==> config.mk <==
export PLATFORM = sky130hd
export DESIGN_NAME = qualified_earliest_free_dispatcher_flat
export DESIGN_NICKNAME = d
export VERILOG_FILES = /design/src/rtl/core/qefd_pkg.sv /design/src/rtl/core/qefd_if.sv /design/src/rtl/core/qualified_earliest_free_dispatcher.sv /design/src/flat_wrapper.sv
export SDC_FILE = /design/constraint.sdc
export NUM_CORES = 1
export LEC_CHECK = 0
export ABC_CLOCK_PERIOD_IN_PS = 5300
export BUFFER_PORTS_ARGS = -buffer_cell sky130_fd_sc_hd__buf_2
export CAP_MARGIN = 20
export CORE_AREA = 5 5 162 164
export CTS_CLUSTER_DIAMETER = 200
export DETAILED_ROUTE_END_ITERATION = 7
export DIE_AREA = 0 0 167 169
export GPL_TIMING_DRIVEN = 0
export PLACE_DENSITY = 0.73
export SYNTH_ARGS = -nofsm -noshare
export SYNTH_HDL_FRONTEND = slang
export SYNTH_SLANG_ARGS = --single-unit
==> constraint.sdc <==
create_clock -name clk -period 5.3 [get_ports clk]
set_clock_uncertainty 0.2 [all_clocks]
set_input_delay 0 -clock clk [delete_from_list [all_inputs] [get_ports clk]]
set_output_delay 0 -clock clk [all_outputs]
set_load 0.1 [all_outputs]
==> src/rtl/core/qefd_pkg.sv <==
// qualified earliest-free dispatcher: shared constants and types
`timescale 1ns / 1ps

package qefd_pkg;

    localparam int NUM_WORKERS  = 4;
    localparam int LEVEL_REGS   = 4;
    localparam int LEVEL_W      = 4;
    localparam int DURATION_W   = 16;
    localparam int TIME_W       = 32;
    localparam int WORKER_IDX_W = 2;
    localparam int ACTIVE_W     = 3;
    localparam int CFG_IDX_W    = 3;
    localparam int CFG_DATA_W   = 4;

    // register indexes of the configuration port
    localparam logic [CFG_IDX_W-1:0] CFG_IDX_LEVEL0 = 3'd0;
    localparam logic [CFG_IDX_W-1:0] CFG_IDX_ACTIVE = 3'd4;

    localparam logic [ACTIVE_W-1:0] ACTIVE_RESET = 3'd4;
    localparam logic [ACTIVE_W-1:0] ACTIVE_MAX   = ACTIVE_W'(NUM_WORKERS);
    localparam logic [WORKER_IDX_W-1:0] LAST_WORKER = WORKER_IDX_W'(NUM_WORKERS - 1);

    typedef enum logic [1:0] {
        ST_IDLE,
        ST_SCAN,
        ST_WRITE
    } state_t;

endpackage

==> src/rtl/core/qefd_if.sv <==
// job, result and configuration channels of the dispatcher
`timescale 1ns / 1ps

interface qefd_job_if;
    logic                             valid;
    logic                             ready;
    logic [qefd_pkg::LEVEL_W-1:0]     job_level;
    logic [qefd_pkg::DURATION_W-1:0]  job_duration;

    modport source (output valid, output job_level, output job_duration, input ready);
    modport sink   (input valid, input job_level, input job_duration, output ready);
endinterface

interface qefd_res_if;
    logic                               valid;
    logic                               ready;
    logic                               assigned;
    logic [qefd_pkg::WORKER_IDX_W-1:0]  worker_index;
    logic [qefd_pkg::TIME_W-1:0]        start_time;
    logic [qefd_pkg::TIME_W-1:0]        end_time;

    modport source (output valid, output assigned, output worker_index,
                    output start_time, output end_time, input ready);
    modport sink   (input valid, input assigned, input worker_index,
                    input start_time, input end_time, output ready);
endinterface

interface qefd_cfg_if;
    logic                             valid;
    logic                             ready;
    logic [qefd_pkg::CFG_IDX_W-1:0]   index;
    logic [qefd_pkg::CFG_DATA_W-1:0]  data;

    modport source (output valid, output index, output data, input ready);
    modport sink   (input valid, input index, input data, output ready);
endinterface

==> src/rtl/core/qualified_earliest_free_dispatcher.sv <==
// qualified earliest-free dispatcher top level
`timescale 1ns / 1ps

// Picks, for each job word, the active worker whose skill level meets the job's
// level and whose free time is earliest (lowest index on a tie), starts the job at
// that free time and moves the worker's free time to start plus duration, saturating
// at all ones. When no worker qualifies the result word has assigned = 0 and all
// other fields zero, and no free time changes. Between one acceptance and the next, the
// block takes the word, then walks the workers in order through the single shared
// level/time comparator, then does the saturating add and the write-back of the chosen
// free time. The result sits in an output register, so a new job is taken while the
// previous result waits; the write-back holds only if that register is still full.
// Configuration writes are taken every cycle and must only come while the block is idle.
module qualified_earliest_free_dispatcher (
    input  logic          clk,
    input  logic          rst_n,
    qefd_job_if.sink      job,
    qefd_res_if.source    result,
    qefd_cfg_if.sink      cfg
);

    qefd_pkg::state_t state_reg, state_next;

    logic [qefd_pkg::LEVEL_W-1:0]  level_reg [qefd_pkg::LEVEL_REGS];
    logic [qefd_pkg::ACTIVE_W-1:0] active_reg;
    logic [qefd_pkg::TIME_W-1:0]   free_time_reg [qefd_pkg::NUM_WORKERS];

    logic [qefd_pkg::LEVEL_W-1:0]      need_reg;
    logic [qefd_pkg::DURATION_W-1:0]   dur_reg;
    logic [qefd_pkg::WORKER_IDX_W-1:0] scan_idx_reg;
    logic                              found_reg;
    logic [qefd_pkg::WORKER_IDX_W-1:0] best_reg;
    logic [qefd_pkg::TIME_W-1:0]       best_time_reg;

    logic                              res_valid_reg;
    logic                              res_assigned_reg;
    logic [qefd_pkg::WORKER_IDX_W-1:0] res_index_reg;
    logic [qefd_pkg::TIME_W-1:0]       res_start_reg;
    logic [qefd_pkg::TIME_W-1:0]       res_end_reg;

    logic                          job_take;
    logic                          scan_en;
    logic                          write_en;
    logic                          write_stall;
    logic [qefd_pkg::ACTIVE_W-1:0] count_eff;
    logic                          qualifies;
    logic                          take;
    logic [qefd_pkg::TIME_W-1:0]   cur_time;
    logic [qefd_pkg::TIME_W:0]     sum;
    logic [qefd_pkg::TIME_W-1:0]   end_time;

    // configuration
    assign cfg.ready = 1'b1;

    always_ff @(posedge clk or negedge rst_n)
    begin
        if (!rst_n)
        begin
            for (int i = 0; i < qefd_pkg::LEVEL_REGS; i++)
            begin
                level_reg[i] <= '0;
            end
            active_reg <= qefd_pkg::ACTIVE_RESET;
        end
        else if (cfg.valid)
        begin
            if (cfg.index < qefd_pkg::CFG_IDX_ACTIVE)
            begin
                level_reg[cfg.index[qefd_pkg::WORKER_IDX_W-1:0]] <=
                    cfg.data[qefd_pkg::LEVEL_W-1:0];
            end
            else if (cfg.index == qefd_pkg::CFG_IDX_ACTIVE)
            begin
                active_reg <= cfg.data[qefd_pkg::ACTIVE_W-1:0];
            end
        end
    end

    // next state
    always_comb
    begin
        state_next = state_reg;
        unique case (state_reg)
            qefd_pkg::ST_IDLE:
            begin
                if (job.valid)
                begin
                    state_next = qefd_pkg::ST_SCAN;
                end
            end
            qefd_pkg::ST_SCAN:
            begin
                if (scan_idx_reg == qefd_pkg::LAST_WORKER)
                begin
                    state_next = qefd_pkg::ST_WRITE;
                end
            end
            qefd_pkg::ST_WRITE:
            begin
                if (!write_stall)
                begin
                    state_next = qefd_pkg::ST_IDLE;
                end
            end
            default:
            begin
                state_next = qefd_pkg::ST_IDLE;
            end
        endcase
    end

    // sequencer outputs
    always_comb
    begin
        job.ready = 1'b0;
        scan_en   = 1'b0;
        write_en  = 1'b0;
        unique case (state_reg)
            qefd_pkg::ST_IDLE:  job.ready = 1'b1;
            qefd_pkg::ST_SCAN:  scan_en   = 1'b1;
            qefd_pkg::ST_WRITE: write_en  = !write_stall;
            default:            job.ready = 1'b0;
        endcase
    end

    assign job_take    = job.valid && job.ready;
    assign write_stall = res_valid_reg && !result.ready;

    always_ff @(posedge clk or negedge rst_n)
    begin
        if (!rst_n)
        begin
            state_reg <= qefd_pkg::ST_IDLE;
        end
        else
        begin
            state_reg <= state_next;
        end
    end

    // shared compare unit: one worker per cycle
    assign count_eff = (active_reg > qefd_pkg::ACTIVE_MAX) ? qefd_pkg::ACTIVE_MAX : active_reg;
    assign cur_time  = free_time_reg[scan_idx_reg];
    assign qualifies = (level_reg[scan_idx_reg] >= need_reg) &&
                       ({1'b0, scan_idx_reg} < count_eff);
    assign take      = qualifies && (!found_reg || (cur_time < best_time_reg));

    // saturating end time
    assign sum      = {1'b0, best_time_reg} + {{(qefd_pkg::TIME_W + 1 - qefd_pkg::DURATION_W){1'b0}}, dur_reg};
    assign end_time = sum[qefd_pkg::TIME_W] ? {qefd_pkg::TIME_W{1'b1}} : sum[qefd_pkg::TIME_W-1:0];

    always_ff @(posedge clk or negedge rst_n)
    begin
        if (!rst_n)
        begin
            scan_idx_reg <= '0;
            found_reg    <= 1'b0;
        end
        else if (job_take)
        begin
            scan_idx_reg <= '0;
            found_reg    <= 1'b0;
        end
        else if (scan_en)
        begin
            scan_idx_reg <= scan_idx_reg + 1'b1;
            if (take)
            begin
                found_reg <= 1'b1;
            end
        end
    end

    always_ff @(posedge clk)
    begin
        if (job_take)
        begin
            need_reg <= job.job_level;
            dur_reg  <= job.job_duration;
        end
        if (scan_en && take)
        begin
            best_reg      <= scan_idx_reg;
            best_time_reg <= cur_time;
        end
    end

    always_ff @(posedge clk or negedge rst_n)
    begin
        if (!rst_n)
        begin
            for (int i = 0; i < qefd_pkg::NUM_WORKERS; i++)
            begin
                free_time_reg[i] <= '0;
            end
        end
        else if (write_en && found_reg)
        begin
            free_time_reg[best_reg] <= end_time;
        end
    end

    // output register
    always_ff @(posedge clk or negedge rst_n)
    begin
        if (!rst_n)
        begin
            res_valid_reg <= 1'b0;
        end
        else if (write_en)
        begin
            res_valid_reg <= 1'b1;
        end
        else if (result.ready)
        begin
            res_valid_reg <= 1'b0;
        end
    end

    always_ff @(posedge clk)
    begin
        if (write_en)
        begin
            res_assigned_reg <= found_reg;
            res_index_reg    <= found_reg ? best_reg : '0;
            res_start_reg    <= found_reg ? best_time_reg : '0;
            res_end_reg      <= found_reg ? end_time : '0;
        end
    end

    assign result.valid        = res_valid_reg;
    assign result.assigned     = res_assigned_reg;
    assign result.worker_index = res_index_reg;
    assign result.start_time   = res_start_reg;
    assign result.end_time     = res_end_reg;

    // checks
    a_take_starts_scan: assert property (@(posedge clk) disable iff (!rst_n)
        job_take |=> (state_reg == qefd_pkg::ST_SCAN) && (scan_idx_reg == '0))
        else $error("accepted job did not start the scan");

    a_unassigned_zero: assert property (@(posedge clk) disable iff (!rst_n)
        (result.valid && !result.assigned) |->
            (result.worker_index == '0) && (result.start_time == '0) && (result.end_time == '0))
        else $error("unassigned result carries nonzero fields");

    a_end_not_before_start: assert property (@(posedge clk) disable iff (!rst_n)
        (result.valid && result.assigned) |-> (result.end_time >= result.start_time))
        else $error("end time before start time");

    a_best_is_active: assert property (@(posedge clk) disable iff (!rst_n)
        (write_en && found_reg) |-> ({1'b0, best_reg} < count_eff))
        else $error("chosen worker is not active");

    a_free_time_written: assert property (@(posedge clk) disable iff (!rst_n)
        (write_en && found_reg) |=> (free_time_reg[$past(best_reg)] == result.end_time))
        else $error("free time does not match reported end time");

endmodule
==> src/flat_wrapper.sv <==
// flat-port wrapper written by rule: the top's interface ports become plain ports
module qualified_earliest_free_dispatcher_flat 
  (clk, rst_n, job_valid, job_job_level, job_job_duration, job_ready, result_valid, result_assigned, result_worker_index, result_start_time, result_end_time, result_ready, cfg_valid, cfg_index, cfg_data, cfg_ready);
  qefd_job_if job_i ();
  qefd_res_if result_i ();
  qefd_cfg_if cfg_i ();
  input  logic clk;
  input  logic rst_n;
  input wire logic [$bits(job_i.valid)-1:0] job_valid;
  input wire logic [$bits(job_i.job_level)-1:0] job_job_level;
  input wire logic [$bits(job_i.job_duration)-1:0] job_job_duration;
  output wire logic [$bits(job_i.ready)-1:0] job_ready;
  output wire logic [$bits(result_i.valid)-1:0] result_valid;
  output wire logic [$bits(result_i.assigned)-1:0] result_assigned;
  output wire logic [$bits(result_i.worker_index)-1:0] result_worker_index;
  output wire logic [$bits(result_i.start_time)-1:0] result_start_time;
  output wire logic [$bits(result_i.end_time)-1:0] result_end_time;
  input wire logic [$bits(result_i.ready)-1:0] result_ready;
  input wire logic [$bits(cfg_i.valid)-1:0] cfg_valid;
  input wire logic [$bits(cfg_i.index)-1:0] cfg_index;
  input wire logic [$bits(cfg_i.data)-1:0] cfg_data;
  output wire logic [$bits(cfg_i.ready)-1:0] cfg_ready;
  assign job_i.valid = job_valid;
  assign job_i.job_level = job_job_level;
  assign job_i.job_duration = job_job_duration;
  assign job_ready = job_i.ready;
  assign result_valid = result_i.valid;
  assign result_assigned = result_i.assigned;
  assign result_worker_index = result_i.worker_index;
  assign result_start_time = result_i.start_time;
  assign result_end_time = result_i.end_time;
  assign result_i.ready = result_ready;
  assign cfg_i.valid = cfg_valid;
  assign cfg_i.index = cfg_index;
  assign cfg_i.data = cfg_data;
  assign cfg_ready = cfg_i.ready;
  qualified_earliest_free_dispatcher u_core (.clk(clk), .rst_n(rst_n), .job(job_i), .result(result_i), .cfg(cfg_i));
endmodule
==> results.toml, run 1 <==
[clock_network]
root_buffer = "clkbuf_16"
clkTransAtPathRegs_ps = 60
cts_tree = "yes"
clkSinkCount = 274
clock_path_buffers = 3
h-tree-depth = 1
cts_buffers = 29
clkLatencyLatePin_ps = 550

[critical_path]
worstSetupPathType = "reg2reg"
cp-end-kind = "flop"
required_ps = 5350
critPathArrivalTime_ps = 4710
start_kind = "flop"
crit_fanout = 10
reg2regPathDepth = 13

[sta]
post-route-period-util_pct = 88.0
slew_violations = 0
hold_violations = 0
relSlewSlack_pct = 32.1
setup_viol = 0
rsz0062_at_grt = "no"
fin_crit_ps = 4660
worst_pin_slew_ps = 1020
clock.fmax_mhz = 214

[detailed_routing]
routedWlPerCell_um = 20.0
drc = 0
drtIter0Drc = 745
finalWirelength_um = 31700
drt_pass1_iterations = 5
ant_nets = 0
num_vias = 9051
vias_per_cell = 5.71

[global_routing]
grt_pass1_wl_um = 50700
grt_use_total_pct = 22.6
grt_max_degree = 85
grt-ovfl-total = 0
antenna_found_initial = 0
grt_pass1_vias = 9387

[status]
outcome = "completed"

[power]
p_total_mw = 8.69
peakVddDrop_uv = 310
leakagePower_nw = 6.59
p_per_area_nw_per_um2 = 571

[synth]
synth-edff-count = 121
async_flop_share_pct = 55.8
synth_ff_type = "dfrtp_1"
syn_area_um2 = 12600
syn_area_per_cell_um2 = 12.2
seq_area_frac_synth_pct = 59.4
synth_nets = 1120
synth_top_family_by_area = "multiplexers"
synthCells = 1034
synthMuxAreaShare_pct = 11.3
yosysUniqueCellTypes = 55
synth-seq-cells = 274
synth_fa_ha_area_share_pct = 5.43
synth_compound_area_share_pct = 10.0
synth_xor_area_share_pct = 0.766
synthSimpleGateAreaFrac_pct = 10.5
yosysWarnings = 0

[layout]
nets = 1317
fin_area_um2 = 15200
fillers = 1872
drive_gt1_share_pct = 20.0
largest_reg_flops = 128
insertedDiodeCount = 0
synthToLayoutAreaGrowth_pct = 21.2

[placed_design]
dp_hpwl_um = 21800
port_buffers = 100
place_area_um2 = 13700
gp_congestion = 0.881

[die]
ios = 102
die_x_um = 167
fp.dieH_um = 169
start_util_pct = 50.8
core-area_um2 = 24700
fp-row-count = 58
dieArea_um2 = 28200

[worst_hold_path]
hold_class = "in2reg"
hold_path_depth = 3

[run]
cap_violations = 0
[layout make-up]
class / instances / area, um2 / share of cell area (%)
multi-input combinational: 675 / 4810 / 31.6
clock buffer: 40 / 871 / 5.72
tap: 330 / 413 / 2.71
buffer: 41 / 161 / 1.06
clock inverter: 14 / 97.6 / 0.641
timing repair buffer: 166 / 1250 / 8.24
sequential: 274 / 7460 / 49.0
inverter: 44 / 165 / 1.08
[what timing repair did]
action | 4_1_cts | 5_1_grt
gates resized for setup | 1 | 1
endpoints found under the setup margin | 18 | 34
hold endpoints to repair | 205 | 0
hold buffers | 57 | 0
setup buffers | 0 | 2
[cells in the mapped netlist (2+ instances only)]
master     number  share of area (%)
xnor2_1         7               0.49
nor2_1        100                3.0
or3_1           2              0.099
nand2b_1       11               0.55
and2_1         10               0.50
a211o_1         3               0.21
dfrtp_1       152                 30
a2111oi_2       4               0.48
o211ai_1        5               0.30
nor3b_1         2               0.12
nand3_1         9               0.36
o21ai_0       105                4.2
edfxtp_1      121                 29
nor2b_1         6               0.30
mux2i_1        16                1.3
nor3_1          7               0.28
xor2_1          4               0.28
mux2_2         40                3.6
nand2_1       142                4.2
a21oi_1        31                1.2
a211oi_1        6               0.36
inv_1          43                1.3
buf_2           2              0.080
and4_1          2               0.14
o21bai_1        2               0.12
a31oi_1         4               0.20
nand4_1        13               0.65
clkbuf_1       34                1.0
a21o_1         16               0.96
o21ai_1        18               0.72
o21a_1          2               0.12
mux4_2         36                6.4
ha_1           53                5.3
and3_1          2              0.099
buf_1           4               0.12
[logic make-up after synthesis]
group,after synthesis
other,1
AO/OA/AOI/OAI,208
adder cells (fa/ha/maj),54
XOR/XNOR,11
multiplexers,92
AND/OR/NAND/NOR,309
flip-flops,274
buffers and inverters,85
[critical path, stage by stage, from the launching register on]
cell and delay (ps):
dfrtp_1 410, buf_1 580, clkbuf_1 580, buf_6 250
mux4_2 530, ha_1 330, a21oi_1 140, nor2_1 60
a211oi_1 250, o21ai_0 130, o21ai_0 190, nand3_1 160
a31oi_4 280, buf_4 260
[through the flow]
| step | setup TNS, ps | std cells | util [%] | hold slack (ps) | setup slack (ps) |
|---|---|---|---|---|---|
| global route | 0 | 1584 | 61.6 | 83.9 | 300 |
| global placement | -38730 | 1464 | 54.5 | -20.5 | -993 |
| finish | 0 | 1584 | 61.6 | 66.6 | 635 |
| detailed placement | 0 | 1471 | 55.2 | -146 | 11.2 |
| floorplan | 0 | 1034 | - | -496 | 604 |
| CTS | 0 | 1582 | 61.5 | 54.1 | 57.9 |
[layout by cell type, fill, tap and decap left out, types with 36 or more instances in the layout]
cell,Yosys,layout
dfrtp_1,152,152
clkbuf_1,34,38
o21ai_0,105,105
nor2_1,100,100
nand2_1,142,142
ha_1,53,53
edfxtp_1,121,121
dlygate4sd3_1,0,56
buf_2,2,101
mux2_2,40,40
inv_1,43,43
mux4_2,36,36
[routing by layer]
| layer | vias to the layer above | GRT usage [%] | part of all wire, % |
|---|---|---|---|
| met3 | 78 | 3.83 | 6.4 |
| met5 | - | 0 | 0 |
| met4 | 0 | 8.29 | 3.4 |
| met1 | 4529 | 29.6 | 41 |
| met2 | 317 | 38.4 | 49 |
| li1 | 4127 | - | - |
[worst paths after layout]
kind	startpoint	to	slack (ps)
hold / removal	cfg_data[3]	u_core.level_reg[7]	70
setup / recovery	u_core.scan_idx_reg[0]	u_core.best_time_reg[0]	640
max in group asynchronous	rst_n	u_core.active_reg[2]	4130
setup reg to reg	u_core.scan_idx_reg[0]	u_core.best_time_reg[0]	640
min in group asynchronous	rst_n	u_core.free_time_reg[117]	360
hold reg to reg	u_core.free_time_reg[43]	u_core.free_time_reg[43]	280
[power breakdown]
| part | switching [mW] | internal [mW] | total (mW) | leakage, nW |
|---|---|---|---|---|
| clock | 0.824 | 1.20 | 2.02 | 0.487 |
| sequential | 0.338 | 2.99 | 3.32 | 3.16 |
| combinational | 2.16 | 1.19 | 3.35 | 2.94 |
Note: power is estimated with default switching activity, not from simulation.
==> run 2, diff against run 1 <==
--- a/config.mk
+++ b/config.mk
@@ -5,7 +5,7 @@
 export SDC_FILE = /design/constraint.sdc
 export NUM_CORES = 1
 export LEC_CHECK = 0
-export ABC_CLOCK_PERIOD_IN_PS = 5300
+export ABC_CLOCK_PERIOD_IN_PS = 5600
 export BUFFER_PORTS_ARGS = -buffer_cell sky130_fd_sc_hd__buf_2
 export CAP_MARGIN = 20
 export CORE_AREA = 5 5 162 164
@@ -13,7 +13,7 @@
 export DETAILED_ROUTE_END_ITERATION = 7
 export DIE_AREA = 0 0 167 169
 export GPL_TIMING_DRIVEN = 0
-export PLACE_DENSITY = 0.73
+export PLACE_DENSITY = 0.7
 export SYNTH_ARGS = -nofsm -noshare
 export SYNTH_HDL_FRONTEND = slang
 export SYNTH_SLANG_ARGS = --single-unit
==> constraint.sdc (replaced) <==
create_clock -name clk -period 5.6 [get_ports clk]
set_clock_uncertainty 0.2 [all_clocks]
set_input_delay 0 -clock clk [delete_from_list [all_inputs] [get_ports clk]]
set_output_delay 0 -clock clk [all_outputs]
set_load 0.1 [all_outputs]
==> results.toml, run 2 (synthesized netlist as in run 1, its figures left out) <==
[sta]
worst_pin_slew_ps = 1040
setup_viol = 0
hold_violations = 0
setup_ws_ps = 486
post-route-period-util_pct = 91.3
fin_crit_ps = 5110
rsz0062_at_grt = "no"
relSlewSlack_pct = 30.6
slew_violations = 0
clock.fmax_mhz = 196

[clock_network]
hold_buffers = 58
clkLatencyLatePin_ps = 540
clock_path_buffers = 3
cts_tree = "yes"
cts-resized-gates = 0
h-tree-depth = 1
clkSinkCount = 274
cts_buffers = 29
clkTransAtPathRegs_ps = 60
cts_setup_buffers = 0
root_buffer = "clkbuf_16"

[critical_path]
r2r-start = "u_core.scan_idx_reg[0]"
crit_start = "u_core.scan_idx_reg[0]"
slowest_delay_ps = 740
required_ps = 5640
crit_fanout = 18
critPathArrivalTime_ps = 5160
path_cells = "buf_1, clkbuf_1, buf_6, mux4_2, ha_1, a21oi_1, nor2_1, a211oi_1, o21ai_0, o21ai_0, nand3_1, a31oi_4, buf_16"
crit_slowest_cell = "a31oi_4"
start_kind = "flop"
cp_common_cell = "o21ai_0"
cp-end-kind = "flop"
worstSetupPathType = "reg2reg"

[power]
p_total_mw = 8.18
p_per_area_nw_per_um2 = 537
p_clk_share_pct = 23.0
leakagePower_nw = 6.56
pwr-share-seq_pct = 38.5
p_sw_mw = 3.11
power_frac_comb_pct = 38.4
cell_internal_pwr_mw = 5.07
p_sw_share_pct = 38.0
peakVddDrop_uv = 364

[die]
dieArea_um2 = 28200
core-area_um2 = 24700
fp.dieH_um = 169
ios = 102
start_util_pct = 50.8
fp-row-count = 58
die_x_um = 167

[worst_hold_path]
hold_start = "job_valid"
hold_class = "in2reg"

[layout]
synthToLayoutAreaGrowth_pct = 21.1
nets = 1317
final_cell_mix = "152 x dfrtp_1, 142 x nand2_1, 121 x edfxtp_1"
largest_reg_flops = 128
drive_gt1_share_pct = 19.7
fillers = 1948
insertedDiodeCount = 0
layout_commonest_cell = "dfrtp_1"

[detailed_routing]
finalWirelength_um = 31700
drc = 0
drtIter0Drc = 770
num_vias = 8894
vias_per_cell = 5.61
drt_pass1_iterations = 7
routedWlPerCell_um = 20.0
ant_nets = 0

[global_routing]
antenna_found_initial = 0
grt_pass1_wl_um = 49800
grt_pass1_vias = 9069
grt-ovfl-total = 0
grt_max_degree = 92
grt_use_total_pct = 22.3

[placed_design]
port_buffers = 100
gp_congestion = 0.881
dp_hpwl_um = 22000
dpl_worst_slack_ps = 419

[run]
cap_violations = 0

[status]
outcome = "completed"
run 2: cell types whose count changed in the layout (fill, tap and decap cells not counted), moves of 2 or more:
cell       before  now
buf_8           0    3
clkbuf_1       38   42
clkbuf_8        4    7
clkinv_2        7    5
buf_4           3    1
clkbuf_16      32   30
inv_4           2    0
clkinv_1        3    1
run 2: critical path, delay by kind of cell, from the launching register on:
family / cells / cell delay (ps)
simple gates: 2 / 220
compound gates: 5 / 1430
fa+ha+maj: 1 / 350
mux: 1 / 530
flops: 1 / 420
buf+inv: 4 / 1640
run 2: metrics by stage:
step	TNS (ps)	cell area, um2	util (%)	cells	hold slack [ps]
floorplan	0	12600	-	1034	-496
global placement	-77130	13500	54.5	1464	-20.9
detailed placement	0	13700	55.3	1472	-182
CTS	0	15200	61.5	1584	46.7
global route	0	15200	61.5	1584	90.1
finish	0	15200	61.5	1584	62.7
run 2: power by group through the flow:
| stage | clock, mW | combinational [mW] | sequential [mW] |
|---|---|---|---|
| floorplan | 0 | 1.90 | 3.43 |
| global placement | 0 | 2.93 | 3.17 |
| detailed placement | 0 | 3.07 | 3.17 |
| CTS | 1.91 | 3.13 | 3.14 |
| global route | 2.00 | 3.44 | 3.21 |
| finish | 1.88 | 3.14 | 3.15 |
run 2: path summary, 6_finish.rpt:
kind,cells after the start,slack (ps),end
max in group asynchronous,4,4390,u_core.active_reg[2]
min in group asynchronous,4,350,u_core.free_time_reg[21]
worst min register to register,2,280,u_core.free_time_reg[26]
worst max-delay path,13,490,u_core.best_time_reg[7]
worst min-delay path,4,60,u_core.state_reg[0]
worst max register to register,13,490,u_core.best_time_reg[7]
run 2: per-layer routing:
metal / up-vias / track usage, % / wire [um]
met3: 51 / 4.27 / 2230
li1: 4121 / - / -
met1: 4413 / 30.4 / 13400
met2: 309 / 37.9 / 15500
met4: 0 / 4.77 / 589
met5: - / 0 / 0
run 2: area by class of cell:
| cell class | count | area [um2] | share of cell area (%) |
|---|---|---|---|
| flip-flops and latches | 274 | 7460 | 49.0 |
| clock inverters | 9 | 75.1 | 0.493 |
| clock buffers | 45 | 877 | 5.76 |
| well taps | 330 | 413 | 2.71 |
| repair buffers | 166 | 1260 | 8.30 |
| plain buffers | 41 | 160 | 1.05 |
| multi-input cells | 675 | 4810 | 31.6 |
| inverters | 44 | 165 | 1.08 |
